### src/rtl/mlbm_pkg.sv
// ----------------------------------------------------------------------------
// mlbm_pkg
// Shared types and constants for the modulated light-barrier monitor:
// word layouts, command kinds, register map and register reset values.
// ----------------------------------------------------------------------------
package mlbm_pkg;

   // field widths fixed by the interface
   localparam int KIND_W       = 2;
   localparam int BRIGHT_W     = 12;
   localparam int TIMEOUT_W    = 16;
   localparam int INTERVAL_W   = 8;
   localparam int DIFF_W       = 12;
   localparam int RATIO_W      = 12;
   localparam int FAIL_W       = 8;
   localparam int PICKS_W      = 3;
   localparam int TOTAL_W      = 16;
   localparam int STATUS_W     = 2;

   // default receiver sample width
   localparam int SAMPLE_BITS_DEF = 12;

   // configuration port
   localparam int CSR_IDX_W  = 3;
   localparam int CSR_DATA_W = 16;

   localparam logic [CSR_IDX_W-1:0] REG_TIMEOUT  = 3'd0;
   localparam logic [CSR_IDX_W-1:0] REG_INTERVAL = 3'd1;
   localparam logic [CSR_IDX_W-1:0] REG_MIN_DIFF = 3'd2;
   localparam logic [CSR_IDX_W-1:0] REG_RATIO    = 3'd3;
   localparam logic [CSR_IDX_W-1:0] REG_MAX_FAIL = 3'd4;
   localparam logic [CSR_IDX_W-1:0] REG_INIT_PKS = 3'd5;

   // register reset values
   localparam logic [TIMEOUT_W-1:0]  TIMEOUT_RST  = 16'd50000;
   localparam logic [INTERVAL_W-1:0] INTERVAL_RST = 8'd5;
   localparam logic [DIFF_W-1:0]     MIN_DIFF_RST = 12'd5;
   localparam logic [RATIO_W-1:0]    RATIO_RST    = 12'd1050;
   localparam logic [FAIL_W-1:0]     MAX_FAIL_RST = 8'd3;
   localparam logic [PICKS_W-1:0]    INIT_PKS_RST = 3'd5;

   // command kinds
   localparam logic [KIND_W-1:0] KIND_TICK  = 2'd0;
   localparam logic [KIND_W-1:0] KIND_START = 2'd1;
   localparam logic [KIND_W-1:0] KIND_STOP  = 2'd2;

   // start status codes
   localparam logic [STATUS_W-1:0] STAT_IDLE    = 2'd0;
   localparam logic [STATUS_W-1:0] STAT_PICKING = 2'd1;
   localparam logic [STATUS_W-1:0] STAT_STARTED = 2'd2;
   localparam logic [STATUS_W-1:0] STAT_FAILED  = 2'd3;

   typedef struct packed {
      logic [KIND_W-1:0]   kind;
      logic [BRIGHT_W-1:0] brightness;
   } req_word_type;

   typedef struct packed {
      logic                emitter_on;
      logic                measuring;
      logic [STATUS_W-1:0] start_status;
      logic                safe;
      logic [FAIL_W-1:0]   failures_in_row;
      logic [TOTAL_W-1:0]  total_picks;
   } rsp_word_type;

endpackage

### src/rtl/modulated_light_barrier_monitor.sv
// ----------------------------------------------------------------------------
// modulated_light_barrier_monitor
// Drives a light-barrier emitter through a start-up majority check and a
// running phase of alternating off/on picks, judging receiver samples.
// ----------------------------------------------------------------------------
//
//  channel | ports                             | direction | word
//  --------+-----------------------------------+-----------+----------------
//  request | req_valid / req_ready / req_data  | in        | req_word_type
//  result  | rsp_valid / rsp_ready / rsp_data  | out       | rsp_word_type
//  csr     | csr_valid / csr_ready / csr_index | in        | index + data
//          | csr_data                          |           |
//
// One word per cycle sustained unless the result side stalls; the result is
// registered: the accepted request goes into the input register, then the
// state update writes the result register. The pick judgment (two small
// products and a compare) sits in the one stage between the two.
// Reset is synchronous, clears all control state and reloads the register
// defaults.
// A stalled result holds the result register and backs up through the input
// register; csr writes are always taken.
// ----------------------------------------------------------------------------
module modulated_light_barrier_monitor
   import mlbm_pkg::*;
#(
   parameter int SAMPLE_BITS = SAMPLE_BITS_DEF
) (
   input  logic                  clock,
   input  logic                  reset,
   input  logic                  req_valid,
   output logic                  req_ready,
   input  req_word_type          req_data,
   output logic                  rsp_valid,
   input  logic                  rsp_ready,
   output rsp_word_type          rsp_data,
   input  logic                  csr_valid,
   output logic                  csr_ready,
   input  logic [CSR_IDX_W-1:0]  csr_index,
   input  logic [CSR_DATA_W-1:0] csr_data
);

   localparam int SW     = SAMPLE_BITS;
   localparam int EXT_W  = (SW > BRIGHT_W) ? SW : BRIGHT_W;
   localparam int DCMP_W = (SW > DIFF_W) ? SW : DIFF_W;
   localparam int PROD_W = SW + RATIO_W;

   localparam logic [2:0] PH_IDLE     = 3'd0;
   localparam logic [2:0] PH_INIT_ON  = 3'd1;
   localparam logic [2:0] PH_INIT_GAP = 3'd2;
   localparam logic [2:0] PH_RUN_OFF  = 3'd3;
   localparam logic [2:0] PH_RUN_ON   = 3'd4;

   localparam logic [INTERVAL_W-1:0] ITMR_MAX  = '1;
   localparam logic [TIMEOUT_W-1:0]  RTMR_MAX  = '1;
   localparam logic [FAIL_W-1:0]     FAIL_MAX  = '1;
   localparam logic [TOTAL_W-1:0]    TOTAL_MAX = '1;

   // configuration registers
   logic [TIMEOUT_W-1:0]  timeout_ff;
   logic [INTERVAL_W-1:0] interval_ff;
   logic [DIFF_W-1:0]     min_diff_ff;
   logic [RATIO_W-1:0]    ratio_ff;
   logic [FAIL_W-1:0]     max_fail_ff;
   logic [PICKS_W-1:0]    init_picks_ff;

   // pipeline registers
   logic         in_valid_ff;
   req_word_type in_word_ff;
   logic         rsp_valid_ff;
   rsp_word_type rsp_data_ff, rsp_data_in;

   // monitor state
   logic [2:0]            phase_ff, phase_in;
   logic                  emitter_ff, emitter_in;
   logic [TIMEOUT_W-1:0]  run_timer_ff, run_timer_in;
   logic [INTERVAL_W-1:0] itimer_ff, itimer_in;
   logic [SW-1:0]         off_sample_ff, off_sample_in;
   logic [PICKS_W-1:0]    pick_index_ff, pick_index_in;
   logic [PICKS_W-1:0]    pass_count_ff, pass_count_in;
   logic [FAIL_W-1:0]     fail_count_ff, fail_count_in;
   logic [TOTAL_W-1:0]    pick_total_ff, pick_total_in;
   logic [STATUS_W-1:0]   status_ff, status_in;

   logic advance;
   logic [EXT_W-1:0]      bright_ext;
   logic [SW-1:0]         smp;
   logic [SW-1:0]         diff;
   logic [PROD_W-1:0]     prod_on, prod_off;
   logic                  pick_pass;
   logic [INTERVAL_W-1:0] itimer_inc;
   logic                  itimer_done;
   logic                  timed_out;
   logic [PICKS_W:0]      pass_twice;

   // handshake: the input stage moves when the result slot frees up
   assign advance   = in_valid_ff && (!rsp_valid_ff || rsp_ready);
   assign req_ready = !in_valid_ff || advance;
   assign rsp_valid = rsp_valid_ff;
   assign rsp_data  = rsp_data_ff;
   assign csr_ready = 1'b1;

   // configuration writes
   always_ff @(posedge clock) begin
      if (reset) begin
         timeout_ff    <= TIMEOUT_RST;
         interval_ff   <= INTERVAL_RST;
         min_diff_ff   <= MIN_DIFF_RST;
         ratio_ff      <= RATIO_RST;
         max_fail_ff   <= MAX_FAIL_RST;
         init_picks_ff <= INIT_PKS_RST;
      end else if (csr_valid) begin
         unique case (csr_index)
            REG_TIMEOUT:  timeout_ff    <= csr_data[TIMEOUT_W-1:0];
            REG_INTERVAL: interval_ff   <= csr_data[INTERVAL_W-1:0];
            REG_MIN_DIFF: min_diff_ff   <= csr_data[DIFF_W-1:0];
            REG_RATIO:    ratio_ff      <= csr_data[RATIO_W-1:0];
            REG_MAX_FAIL: max_fail_ff   <= csr_data[FAIL_W-1:0];
            REG_INIT_PKS: init_picks_ff <= csr_data[PICKS_W-1:0];
            default: ;
         endcase
      end
   end

   // sample taken to the configured width
   assign bright_ext = EXT_W'(in_word_ff.brightness);
   assign smp        = bright_ext[SW-1:0];

   // pick judgment against the stored off sample
   assign diff     = smp - off_sample_ff;
   assign prod_on  = PROD_W'(smp) * PROD_W'(1000);
   assign prod_off = PROD_W'(off_sample_ff) * PROD_W'(ratio_ff);
   assign pick_pass = ((off_sample_ff == '0) && (smp != '0)) ||
                      ((smp > off_sample_ff) &&
                       (DCMP_W'(diff) >= DCMP_W'(min_diff_ff)) &&
                       (prod_on >= prod_off));

   // timers
   assign itimer_inc  = (itimer_ff != ITMR_MAX) ? itimer_ff + 1'b1 : itimer_ff;
   assign itimer_done = itimer_inc >= interval_ff;
   assign timed_out   = run_timer_ff >= timeout_ff;
   assign pass_twice  = {pass_count_ff, 1'b0};

   // next state for one word
   always_comb begin
      phase_in      = phase_ff;
      emitter_in    = emitter_ff;
      run_timer_in  = run_timer_ff;
      itimer_in     = itimer_ff;
      off_sample_in = off_sample_ff;
      pick_index_in = pick_index_ff;
      pass_count_in = pass_count_ff;
      fail_count_in = fail_count_ff;
      pick_total_in = pick_total_ff;
      status_in     = status_ff;

      case (in_word_ff.kind)
         KIND_START: begin
            run_timer_in  = '0;
            itimer_in     = '0;
            fail_count_in = '0;
            pick_index_in = '0;
            pass_count_in = '0;
            if (init_picks_ff == '0) begin
               phase_in   = PH_IDLE;
               emitter_in = 1'b0;
               status_in  = STAT_FAILED;
            end else begin
               off_sample_in = smp;
               emitter_in    = 1'b1;
               phase_in      = PH_INIT_ON;
               status_in     = STAT_PICKING;
            end
         end
         KIND_STOP: begin
            phase_in      = PH_IDLE;
            emitter_in    = 1'b0;
            pick_total_in = '0;
         end
         KIND_TICK: begin
            if (phase_ff != PH_IDLE) begin
               if (run_timer_ff != RTMR_MAX)
                  run_timer_in = run_timer_ff + 1'b1;
               unique case (phase_ff)
                  // start-up pick, emitter on
                  PH_INIT_ON: begin
                     itimer_in = itimer_inc;
                     if (itimer_done) begin
                        if (pick_pass)
                           pass_count_in = pass_count_ff + 1'b1;
                        pick_index_in = pick_index_ff + 1'b1;
                        emitter_in    = 1'b0;
                        itimer_in     = '0;
                        phase_in      = PH_INIT_GAP;
                     end
                  end
                  // start-up gap, emitter off
                  PH_INIT_GAP: begin
                     itimer_in = itimer_inc;
                     if (itimer_done) begin
                        if (pick_index_ff >= init_picks_ff) begin
                           emitter_in = 1'b0;
                           if (pass_twice > {1'b0, pick_index_ff}) begin
                              status_in = STAT_STARTED;
                              phase_in  = PH_RUN_OFF;
                              itimer_in = ITMR_MAX;
                           end else begin
                              status_in = STAT_FAILED;
                              phase_in  = PH_IDLE;
                           end
                        end else begin
                           off_sample_in = smp;
                           emitter_in    = 1'b1;
                           itimer_in     = '0;
                           phase_in      = PH_INIT_ON;
                        end
                     end
                  end
                  // running phase
                  default: begin
                     if (timed_out) begin
                        emitter_in = 1'b0;
                        phase_in   = PH_IDLE;
                     end else if (itimer_ff < interval_ff) begin
                        itimer_in = itimer_ff + 1'b1;
                     end else if (phase_ff == PH_RUN_OFF) begin
                        off_sample_in = smp;
                        emitter_in    = 1'b1;
                        itimer_in     = '0;
                        phase_in      = PH_RUN_ON;
                     end else begin
                        emitter_in = 1'b0;
                        itimer_in  = '0;
                        phase_in   = PH_RUN_OFF;
                        if (pick_total_ff != TOTAL_MAX)
                           pick_total_in = pick_total_ff + 1'b1;
                        if (pick_pass)
                           fail_count_in = '0;
                        else if (fail_count_ff != FAIL_MAX)
                           fail_count_in = fail_count_ff + 1'b1;
                     end
                  end
               endcase
            end
         end
         default: ;
      endcase

      // result word shows the state after this step
      rsp_data_in.emitter_on      = emitter_in;
      rsp_data_in.measuring       = (phase_in == PH_RUN_OFF) || (phase_in == PH_RUN_ON);
      rsp_data_in.start_status    = status_in;
      rsp_data_in.safe            = fail_count_in <= max_fail_ff;
      rsp_data_in.failures_in_row = fail_count_in;
      rsp_data_in.total_picks     = pick_total_in;
   end

   // input register
   always_ff @(posedge clock) begin
      if (reset) begin
         in_valid_ff <= 1'b0;
      end else if (req_ready) begin
         in_valid_ff <= req_valid;
      end
   end

   always_ff @(posedge clock) begin
      if (req_ready && req_valid)
         in_word_ff <= req_data;
   end

   // result register
   always_ff @(posedge clock) begin
      if (reset) begin
         rsp_valid_ff <= 1'b0;
      end else if (advance) begin
         rsp_valid_ff <= 1'b1;
      end else if (rsp_ready) begin
         rsp_valid_ff <= 1'b0;
      end
   end

   always_ff @(posedge clock) begin
      if (advance)
         rsp_data_ff <= rsp_data_in;
   end

   // monitor state update
   always_ff @(posedge clock) begin
      if (reset) begin
         phase_ff      <= PH_IDLE;
         emitter_ff    <= 1'b0;
         run_timer_ff  <= '0;
         itimer_ff     <= '0;
         off_sample_ff <= '0;
         pick_index_ff <= '0;
         pass_count_ff <= '0;
         fail_count_ff <= '0;
         pick_total_ff <= '0;
         status_ff     <= STAT_IDLE;
      end else if (advance) begin
         phase_ff      <= phase_in;
         emitter_ff    <= emitter_in;
         run_timer_ff  <= run_timer_in;
         itimer_ff     <= itimer_in;
         off_sample_ff <= off_sample_in;
         pick_index_ff <= pick_index_in;
         pass_count_ff <= pass_count_in;
         fail_count_ff <= fail_count_in;
         pick_total_ff <= pick_total_in;
         status_ff     <= status_in;
      end
   end

endmodule

### config.mk
export PLATFORM = sky130hd
export DESIGN_NAME = modulated_light_barrier_monitor
export DESIGN_NICKNAME = d
export VERILOG_FILES = /design/src/rtl/mlbm_pkg.sv /design/src/rtl/modulated_light_barrier_monitor.sv
export SDC_FILE = /design/constraint.sdc
export NUM_CORES = 1
export LEC_CHECK = 0
export BUFFER_PORTS_ARGS = -buffer_cell sky130_fd_sc_hd__clkbuf_2
export CAP_MARGIN = 20
export CORE_UTILIZATION = 50
export CTS_CLUSTER_DIAMETER = 50
export DETAILED_ROUTE_END_ITERATION = 6
export PLACE_DENSITY = 0.76
export SYNTH_ARGS = -nofsm -noshare
export SYNTH_HDL_FRONTEND = slang
export SYNTH_SLANG_ARGS = --single-unit
### constraint.sdc
create_clock -name clock -period 7.4 [get_ports clock]
set_clock_uncertainty 0.05 [all_clocks]
set_input_delay 0.37 -clock clock [delete_from_list [all_inputs] [get_ports clock]]
set_output_delay 0.37 -clock clock [all_outputs]
set_load 0.05 [all_outputs]
==> results of run 1 <==
-- synth_stat cells (4+ instances only) --
cell	n
o21a_1	13
or2_2	4
dfxtp_1	133
o21ai_0	61
or3_1	18
nand2_1	271
o211ai_1	16
nor3_1	39
fa_1	139
nor2b_1	9
and3_1	23
nand2b_1	17
a21oi_1	132
edfxtp_1	43
a31oi_1	16
and2_1	69
ha_1	205
o31ai_1	6
a211oi_1	11
nand3_1	46
a21o_1	22
buf_1	5
xnor2_1	36
nor2_1	141
o21bai_1	5
nand4_1	18
inv_1	278
nor4_1	9
and4_1	6
a211o_1	5
xor2_1	29
a22o_1	4
mux2i_1	22
clkbuf_1	66
o21ai_1	13
a2111oi_0	6
-- routing by layer --
metal  vias up  track usage [%]  routed length, microns
met5         -                0                       0
met1      7201             32.0                   18500
li1       7117                -                       -
met4         0             11.0                    1490
met3        98             3.00                    2490
met2       485             42.9                   21400
-- path summary, 6_finish.rpt --
check	start	endpoint	slack (ns)	cells after the start
worst min register to register	max_fail_ff[5]	max_fail_ff[5]	0.41	2
worst min-delay path	req_data[2]	bright_ext[2]	0.04	1
worst max-delay path	off_sample_ff[3]	rsp_data[24]	-0.51	37
worst max register to register	off_sample_ff[3]	rsp_data[24]	-0.51	37
-- flip-flops by register name, summed over array words and instances (netlist names), 12 cells and up --
register	cells
pick_total_ff	16
bright_ext	12
timeout_ff	16
ratio_ff	12
off_sample_ff	12
rsp_data	29
min_diff_ff	12
run_timer_ff	16
-- metrics by stage --
step                      power, mW  hold slack [ns]  setup slack [ns]  utilization, %  cell area [sq um]
after floorplan                2.17            0.386           -0.0907               -              17500
after global placement         2.55            0.394            -0.388            56.5              19000
after detailed placement       2.62            0.399            -0.638            56.5              19000
after CTS                      3.55           0.0233            -0.517            58.6              19700
after global routing           3.85           0.0289            -0.893            59.5              20000
final                          3.56           0.0415            -0.507            59.5              20000
-- kinds of logic after synthesis --
logic type | after synthesis | synth area share, %
XOR/XNOR | 66 | 3.45
buffers and inverters | 353 | 7.83
flip-flops | 176 | 23.1
adder cells (fa/ha/maj) | 344 | 31.2
AO/OA/AOI/OAI | 366 | 14.0
AND/OR/NAND/NOR | 687 | 18.9
other | 1 | 0.0219
multiplexers | 25 | 1.48
-- layout make-up --
class | instances | share of cell area (%)
Clock inverter | 10 | 0.438
Multi-Input combinational cell | 1489 | 61.0
Sequential cell | 176 | 20.0
Tap cell | 448 | 2.80
Inverter | 278 | 5.22
Clock buffer | 22 | 2.54
Timing Repair Buffer | 230 | 8.01
-- timing repair --
| item | 4_1_cts | 5_1_grt |
|---|---|---|
| setup endpoints to repair | 7 | 16 |
| pin swaps | 6 | 49 |
| gates resized for setup | 23 | 46 |
| setup buffers | 4 | 14 |
-- report_power, final --
part | total [mW] | switching [mW] | internal, mW
Combinational | 1.62 | 0.875 | 0.748
Sequential | 1.04 | 0.0292 | 1.01
Clock | 0.905 | 0.409 | 0.496
Total | 3.56 | 1.31 | 2.25
-- cell usage in the layout (no fill, tap or decap), types with 29 or more instances in the layout --
master | Yosys | routed
o21ai_0 | 61 | 54
nor2_1 | 141 | 140
nand2_1 | 271 | 266
and2_1 | 69 | 64
xor2_1 | 29 | 29
ha_1 | 205 | 195
xnor2_1 | 36 | 36
nand3_1 | 46 | 46
a21oi_1 | 132 | 125
edfxtp_1 | 43 | 43
clkbuf_2 | 0 | 67
dfxtp_1 | 133 | 114
buf_4 | 2 | 155
inv_1 | 278 | 270
nor3_1 | 39 | 36
fa_1 | 139 | 135
==> impl_metrics.csv, run 1 <==
group,metric,value,unit
clock_tree,holdBufCountCts,0,
finish,n_fill_cell,2879,
floorplanning,rows,67,
sta,max_freq,126,MHz
clock_tree,cts_sinks,176,
sta,timing.final.hold_violations,0,
critical_path,worstPathRequired,7.65,ns
yosys,ys_ff_latch,176,
floorplanning,core,33600,sq um
clock_tree,clock_latency,0.45,ns
flow_run,maxCapViolCount,0,
yosys,seq_area_frac_synth,23.1,%
global_routing,grt-ovfl-total,0,
yosys,yosysUniqueCellTypes,85,
critical_path,crit_type,"reg -> reg",
power,p_per_area,178,nW/um^2
power,p_leak,9.14,nW
place,dp_cells,2603,
sta,slew_headroom,28.7,%
yosys,syn_area,17100,sq um
sta,finalSetupViolations,1,
floorplanning,floorplan.initialDensity,51.0,%
clock_tree,clkTransAtPathRegs,0.07,ns
critical_path,crit_family,"adder cells",
global_routing,grt_pass1_vias,14900,
critical_path,worstSetupStartpointType,"flip-flop",
clock_tree,numCtsBuffers,17,
route,wire_per_inst,16.5,microns
place,dp_hpwl,34.1,mm
route,drt-total-wl,43.8,mm
finish,antenna_cells,0,
clock_tree,cts_tree,"done",
route,drtIter0Drc,1145,
power,irDropWorstVdd,0.000174,V
clock_tree,htree_levels,4,
finish,nNetsFinal,2574,
sta,finalCritPeriodShare,107,%
finish,seqCellArea,4010,sq um
yosys,synth-main-ff-cell,"dfxtp_1",
floorplanning,dieWidth,187,microns
route,ant_nets,0,
place,gp_congestion,0.947,
yosys,postSynthCellCount,2018,
critical_path,critPathBufInv,5,
finish,layout-drive-gt1-share,16.7,%
critical_path,cp-end-kind,"flip-flop",
critical_path,arrival,8.16,ns
global_routing,grtUsageTotal,25.2,%
finish,stdcell_count,2653,
finish,multi_input_area,12200,sq um
route,via_per_inst,5.62,
yosys,synth_top_area_share,16.2,%
outcome,outcome,"complete, but fails checks",
clock_tree,clockBufferDepth,2,
sta,slew_viol_final,0,
critical_path,path_common_cell,"fa_1",
route,num_vias,14900,
sta,worstMarginPinSlew,1.07,ns
yosys,yosys_warnings,0,
outcome,violations,"setup timing",
finish,area_growth_syn_to_layout,16.6,%
global_routing,antenna_found_initial,0,
place,numPortBuffers,68,
yosys,syn_area_per_cell,8.49,sq um
yosys,ys_top_cells_by_area,"fa_1 (16%), dfxtp_1 (16%), ha_1 (15%), edfxtp_1 (7.5%), inv_1 (6.1%)",
yosys,yosys.area.top_type,"fa_1",
critical_path,worst_path_largest_cell_delay,0.57,ns
sta,tns,-0.507,ns
route,drc_errors,0,
critical_path,crit_slowest_cell,"fa_1",
sta,timing.final.ws_setup,-0.507,ns
sta,final.min_clock_period,7.91,ns
sta,rsz0062_at_grt,"yes",
clock_tree,cts_root_buf,"clkbuf_16",
global_routing,grt_pass1_wl,71.7,mm
yosys,async_reset_ff_share,0,%
critical_path,crit_fanout,6,
min_path,hold_path.class,"in -> reg",
floorplanning,die_area,35000,sq um
yosys,synth_edf_count,43,
global_routing,grt_max_degree,64,
route,detail_route.first_pass.iterations,6,
floorplanning,ios,70,
yosys,syn-num-nets,2400,
floorplanning,fp.dieH,187,microns
(Power assumes the default switching activity.)
==> run 2, diff against run 1 <==
--- a/config.mk
+++ b/config.mk
@@ -10,7 +10,7 @@
 export CORE_UTILIZATION = 50
 export CTS_CLUSTER_DIAMETER = 50
 export DETAILED_ROUTE_END_ITERATION = 6
-export PLACE_DENSITY = 0.76
+export PLACE_DENSITY = 0.74
 export SYNTH_ARGS = -nofsm -noshare
 export SYNTH_HDL_FRONTEND = slang
 export SYNTH_SLANG_ARGS = --single-unit
==> constraint.sdc (replaced) <==
create_clock -name clock -period 7.39 [get_ports clock]
set_clock_uncertainty 0.05 [all_clocks]
set_input_delay 0.3695 -clock clock [delete_from_list [all_inputs] [get_ports clock]]
set_output_delay 0.3695 -clock clock [all_outputs]
set_load 0.05 [all_outputs]
==> run 2 against run 1 <==
Net effect:
- the run still ends with setup timing left
- combinational power up 2%
- worst hold slack improved by 0.0087 ns
- routed wire length rose by 0.50%
- clock power up 8.8%
- global-route usage up 0.089 points
- total power is 3.4% higher
- final cell count fell by 0.11%
- sequential power is essentially flat
- clock-buffer cell count rose by 2
- largest power group unchanged
- setup slack improved by 0.060 ns
==> impl_metrics.csv, run 2 (synthesis gave the netlist of run 1 again) <==
group,metric,value,unit
finish,final_common_cell,"inv_1",
finish,antenna_cells,0,
critical_path,crit_type,"reg -> reg",
critical_path,crit_slowest_cell,"fa_1",
finish,stdcell_count,2650,
sta,max_freq,128,MHz
floorplanning,floorplan.initialDensity,51.0,%
route,num_vias,14900,
global_routing,grt_pass1_wl,72.4,mm
sta,finalSetupViolations,1,
critical_path,worstSetupStartpointType,"flip-flop",
min_path,hold_path.class,"in -> reg",
floorplanning,die_area,35000,sq um
critical_path,arrival,8.09,ns
flow_run,maxCapViolCount,0,
route,drc_errors,0,
route,drt-total-wl,44.0,mm
clock_tree,numCtsBuffers,17,
sta,final.min_clock_period,7.84,ns
clock_tree,cts_sinks,176,
power,p_int,2.38,mW
route,via_per_inst,5.64,
power,p_per_area,184,nW/um^2
clock_tree,htree_levels,4,
global_routing,grtUsageTotal,25.2,%
global_routing,grt_max_degree,52,
finish,utilization,59.7,%
finish,layout-drive-gt1-share,16.6,%
place,dp_cells,2594,
power,clock_power_share,26.7,%
place,numPortBuffers,68,
route,detail_route.first_pass.iterations,6,
clock_tree,cts_tree,"done",
sta,slew_headroom,30.9,%
min_path,min_from,"req_data[0]",
route,ant_nets,0,
sta,timing.final.ws_setup,-0.447,ns
critical_path,worst_path_largest_cell_delay,0.58,ns
critical_path,crit_fanout,9,
sta,worstMarginPinSlew,1.03,ns
finish,area_growth_syn_to_layout,17.1,%
place,gp_congestion,0.937,
power,power_switching,1.30,mW
place,place_worst_setup_slack,-0.574,ns
route,drtIter0Drc,1194,
floorplanning,fp.dieH,187,microns
finish,nNetsFinal,2571,
floorplanning,core,33600,sq um
sta,slew_viol_final,0,
global_routing,grt-ovfl-total,0,
power,p_leak,9.16,nW
clock_tree,holdBufCountCts,0,
floorplanning,ios,70,
route,wire_per_inst,16.6,microns
power,switching_share,35.4,%
outcome,violations,"setup timing",
power,power,3.68,mW
outcome,outcome,"complete, but fails checks",
finish,final_cell_mix,"inv_1 (272), nand2_1 (264), ha_1 (193)",
place,dp_hpwl,33.9,mm
global_routing,grt_pass1_vias,14900,
clock_tree,clkTransAtPathRegs,0.07,ns
power,pwr-share-seq,28.2,%
sta,finalCritPeriodShare,106,%
critical_path,rr_startpoint,"ratio_ff[6]",
critical_path,startpoint,"ratio_ff[6]",
critical_path,path_common_cell,"fa_1",
finish,largest_reg_flops,29,
clock_tree,clockBufferDepth,2,
clock_tree,clock_latency,0.44,ns
critical_path,cp-end-kind,"flip-flop",
global_routing,antenna_found_initial,0,
sta,whs,0.0502,ns
power,power_frac_comb,45.1,%
power,irDropWorstVdd,0.000175,V
critical_path,worstPathRequired,7.64,ns
sta,rsz0062_at_grt,"yes",
clock_tree,cts_root_buf,"clkbuf_16",
floorplanning,rows,67,
floorplanning,dieWidth,187,microns
sta,timing.final.hold_violations,0,
## run 2: cell types whose count changed in the layout (fill, tap and decap cells not counted), sizes merged
| cell | previous run | this run |
|---|---|---|
| bufinv | 0 | 4 |
| buf | 163 | 160 |
| inv | 282 | 279 |
| clkbuf | 89 | 91 |
| clkinvlp | 2 | 0 |
| clkinv | 4 | 3 |
## run 2: final timing paths
kind | to | slack [ns] | cells after the start
max | rsp_data[24] | -0.45 | 35
min | bright_ext[0] | 0.05 | 1
max reg2reg | rsp_data[24] | -0.45 | 35
min reg2reg | max_fail_ff[4] | 0.41 | 2
## run 2: cell type report
type / instances / area (sq um)
fillers: 2869 / 13500
multi-input cells: 1489 / 12200
flip-flops and latches: 176 / 4010
repair buffers: 227 / 1600
inverters: 278 / 1040
well taps: 448 / 561
clock buffers: 24 / 483
clock inverters: 8 / 151
## run 2: metrics by stage
step                      TNS [ns]  instance area, sq um
final                       -0.447                 20100
after CTS                   -0.365                 19600
after global placement      -0.389                 18900
after detailed placement    -0.669                 18900
after floorplan             -0.101                 17500
after global routing         -1.71                 20100
## run 2: power by group through the flow
stage	Clock [mW]	Combinational [mW]	Sequential, mW
after global placement	0	1.49	1.06
after detailed placement	0	1.55	1.06
after global routing	1.03	1.89	1.04
after floorplan	0	1.10	1.08
final	0.985	1.66	1.04
after CTS	0.996	1.57	1.04
## run 2: routing by layer
layer / global-route usage (%) / part of all wire, %
met5: 0 / 0
met4: 9.96 / 3.0
met3: 2.93 / 4.6
met2: 43.0 / 50
met1: 32.7 / 43
## run 2: critical path, delay by kind of cell, from the launching register on
kind | cells | cell delay [ns]
AO/OA/AOI/OAI | 13 | 1.97
XOR/XNOR | 1 | 0.08
adder cells (fa/ha/maj) | 8 | 3.35
buffers and inverters | 4 | 0.41
flip-flops | 1 | 0.48
AND/OR/NAND/NOR | 9 | 1.36
## run 2: what timing repair did
item	in CTS	in global routing
buffers inserted	0	24
pin swaps	1	29
gates resized for setup	19	62
endpoints found under the setup margin	4	10
==> run 3, diff against run 2 <==
--- a/config.mk
+++ b/config.mk
@@ -5,12 +5,14 @@
 export SDC_FILE = /design/constraint.sdc
 export NUM_CORES = 1
 export LEC_CHECK = 0
-export BUFFER_PORTS_ARGS = -buffer_cell sky130_fd_sc_hd__clkbuf_2
+export BUFFER_PORTS_ARGS = -buffer_cell sky130_fd_sc_hd__buf_2
 export CAP_MARGIN = 20
 export CORE_UTILIZATION = 50
 export CTS_CLUSTER_DIAMETER = 50
 export DETAILED_ROUTE_END_ITERATION = 6
 export PLACE_DENSITY = 0.74
+export RECOVER_POWER = 25
+export SKIP_LAST_GASP = 1
 export SYNTH_ARGS = -nofsm -noshare
 export SYNTH_HDL_FRONTEND = slang
 export SYNTH_SLANG_ARGS = --single-unit
==> run 3 against run 2 <==
Net effect:
- the flow finishes with violations (capacitance limit, slew limit, setup timing)
- setup slack improved by 0.013 ns
- die area unchanged
- cell area down 0.95%
- utilization shrank 0.57 points
- via count fell by 1.4%
- flip-flop and latch count unchanged
- maximum frequency rose by 0.16%
- combinational power is 2% lower
- clock-buffer cell count is 4 lower
- largest power group unchanged
==> impl_metrics.csv, run 3 (synthesis gave the netlist of run 1 again) <==
group,metric,value,unit
outcome,outcome,"complete, but fails checks",
outcome,violations,"capacitance limit, slew limit, setup timing",
flow_run,maxCapViolCount,3,
place,numPortBuffers,68,
route,drtIter0Drc,922,
sta,finalCritPeriodShare,106,%
sta,timing.final.ws_setup,-0.434,ns
global_routing,grt-ovfl-total,0,
clock_tree,numCtsBuffers,17,
critical_path,path_common_cell,"fa_1",
power,power,3.53,mW
finish,nNetsFinal,2571,
clock_tree,htree_levels,4,
sta,final.min_clock_period,7.82,ns
critical_path,cp-end-kind,"flip-flop",
route,drc_errors,0,
floorplanning,fp.dieH,187,microns
power,p_leak,9.08,nW
sta,finalSetupViolations,2,
global_routing,met3_usage,2.91,%
global_routing,use_met1,33.1,%
global_routing,antenna_found_initial,0,
power,p_per_area,178,nW/um^2
sta,whs,0.0477,ns
finish,largest_reg_flops,29,
finish,antenna_cells,0,
finish,final_common_cell,"inv_1",
sta,slew_headroom,-55.0,%
place,dpl-instance-area,19000,sq um
min_path,min_from,"req_data[12]",
clock_tree,cts_sinks,176,
place,place_worst_setup_slack,-0.537,ns
finish,area_growth_syn_to_layout,16.0,%
clock_tree,cts_tree,"done",
sta,rsz0062_at_grt,"yes",
place,gp_congestion,0.931,
global_routing,grt.busiest_layer,"met2",
clock_tree,clock_latency,0.44,ns
route,ant_nets,0,
critical_path,arrival,8.07,ns
route,num_vias,14700,
place,dp_hpwl,34.4,mm
route,wire_per_inst,16.3,microns
critical_path,rr_startpoint,"off_sample_ff[8]",
global_routing,grt_max_degree,48,
critical_path,worstSetupStartpointType,"flip-flop",
critical_path,startpoint,"off_sample_ff[8]",
floorplanning,core,33600,sq um
finish,n_fill_cell,2907,
route,detail_route.first_pass.iterations,5,
global_routing,use_met2,42.0,%
critical_path,crit_slowest_cell,"fa_1",
critical_path,crit_type,"reg -> reg",
place,dp_cells,2601,
route,via_per_inst,5.56,
floorplanning,die_area,35000,sq um
finish,stdcell_count,2650,
critical_path,crit_fanout,7,
floorplanning,dieWidth,187,microns
finish,final_cell_mix,"inv_1 (275), nand2_1 (267), ha_1 (193)",
power,irDropWorstVdd,0.000193,V
min_path,hold_path.class,"in -> reg",
global_routing,grt_pass1_vias,14600,
finish,stdcell_area,19900,sq um
floorplanning,rows,67,
sta,max_freq,128,MHz
clock_tree,clockBufferDepth,2,
global_routing,grtUsageTotal,25.1,%
clock_tree,clkTransAtPathRegs,0.07,ns
finish,layout-drive-gt1-share,15.9,%
sta,worstMarginPinSlew,2.33,ns
floorplanning,ios,70,
clock_tree,cts_root_buf,"clkbuf_16",
sta,timing.final.hold_violations,0,
critical_path,worstPathRequired,7.64,ns
critical_path,worst_path_largest_cell_delay,0.52,ns
global_routing,grt_pass1_wl,71.5,mm
route,drt-total-wl,43.3,mm
sta,slew_viol_final,126,
floorplanning,floorplan.initialDensity,51.0,%
## run 3: cell types whose count changed in the layout (fill, tap and decap cells not counted), moves of 4 or more
cell and delta:
buf_6 -10, buf_4 +7, clkbuf_2 -67, bufinv_16 -4
buf_2 +64
## run 3: path summary, 6_finish.rpt
check	end	slack, ns	cells after the start
setup reg to reg	rsp_data[24]	-0.43	35
hold / removal	in_word_ff[12]	0.05	1
hold reg to reg	min_diff_ff[3]	0.41	2
setup / recovery	rsp_data[24]	-0.43	35
## run 3: repair_timing
item / 4_1_cts / 5_1_grt
buffers inserted: 0 / 16
gates resized for setup: 9 / 45
setup endpoints to repair: 1 / 7
pin swaps: 0 / 40
hold buffers: 0 / 0
## run 3: worst max-delay path, delay by kind of cell, from the launching register on
kind,cells,cell delay [ns]
simple gates,8,1.10
compound gates,14,2.27
xor+xnor,1,0.08
fa+ha+maj,8,3.34
flops,1,0.44
buf+inv,4,0.35
## run 3: where the power goes
group	internal, mW	leakage (nW)	switching, mW
Clock	0.462	0.278	0.413
Combinational	0.757	7.32	0.865
Sequential	1.01	1.49	0.0286
Total	2.23	9.08	1.31
## run 3: routing by layer
metal  up-vias  wire, microns
met4         0           1340
met3        77           2030
met2       406          20600
li1       7126              -
met5         -              0
met1      7122          19400
## run 3: final cells by class
type	count	area, sq um	area share (%)
Clock buffer	20	462	2.32
Timing Repair Buffer	227	1550	7.81
Clock inverter	12	98.8	0.497
Inverter	278	1040	5.25
Multi-Input combinational cell	1489	12200	61.1
Sequential cell	176	4010	20.2
Tap cell	448	561	2.82
## run 3: through the flow
stage / utilization [%] / TNS, ns
2_1_floorplan: - / -0.101
3_3_place_gp: 56.5 / -0.340
3_5_place_dp: 56.5 / -0.537
4_1_cts: 58.2 / -0.386
5_1_grt: 59.1 / -1.71
6_report: 59.1 / -0.485
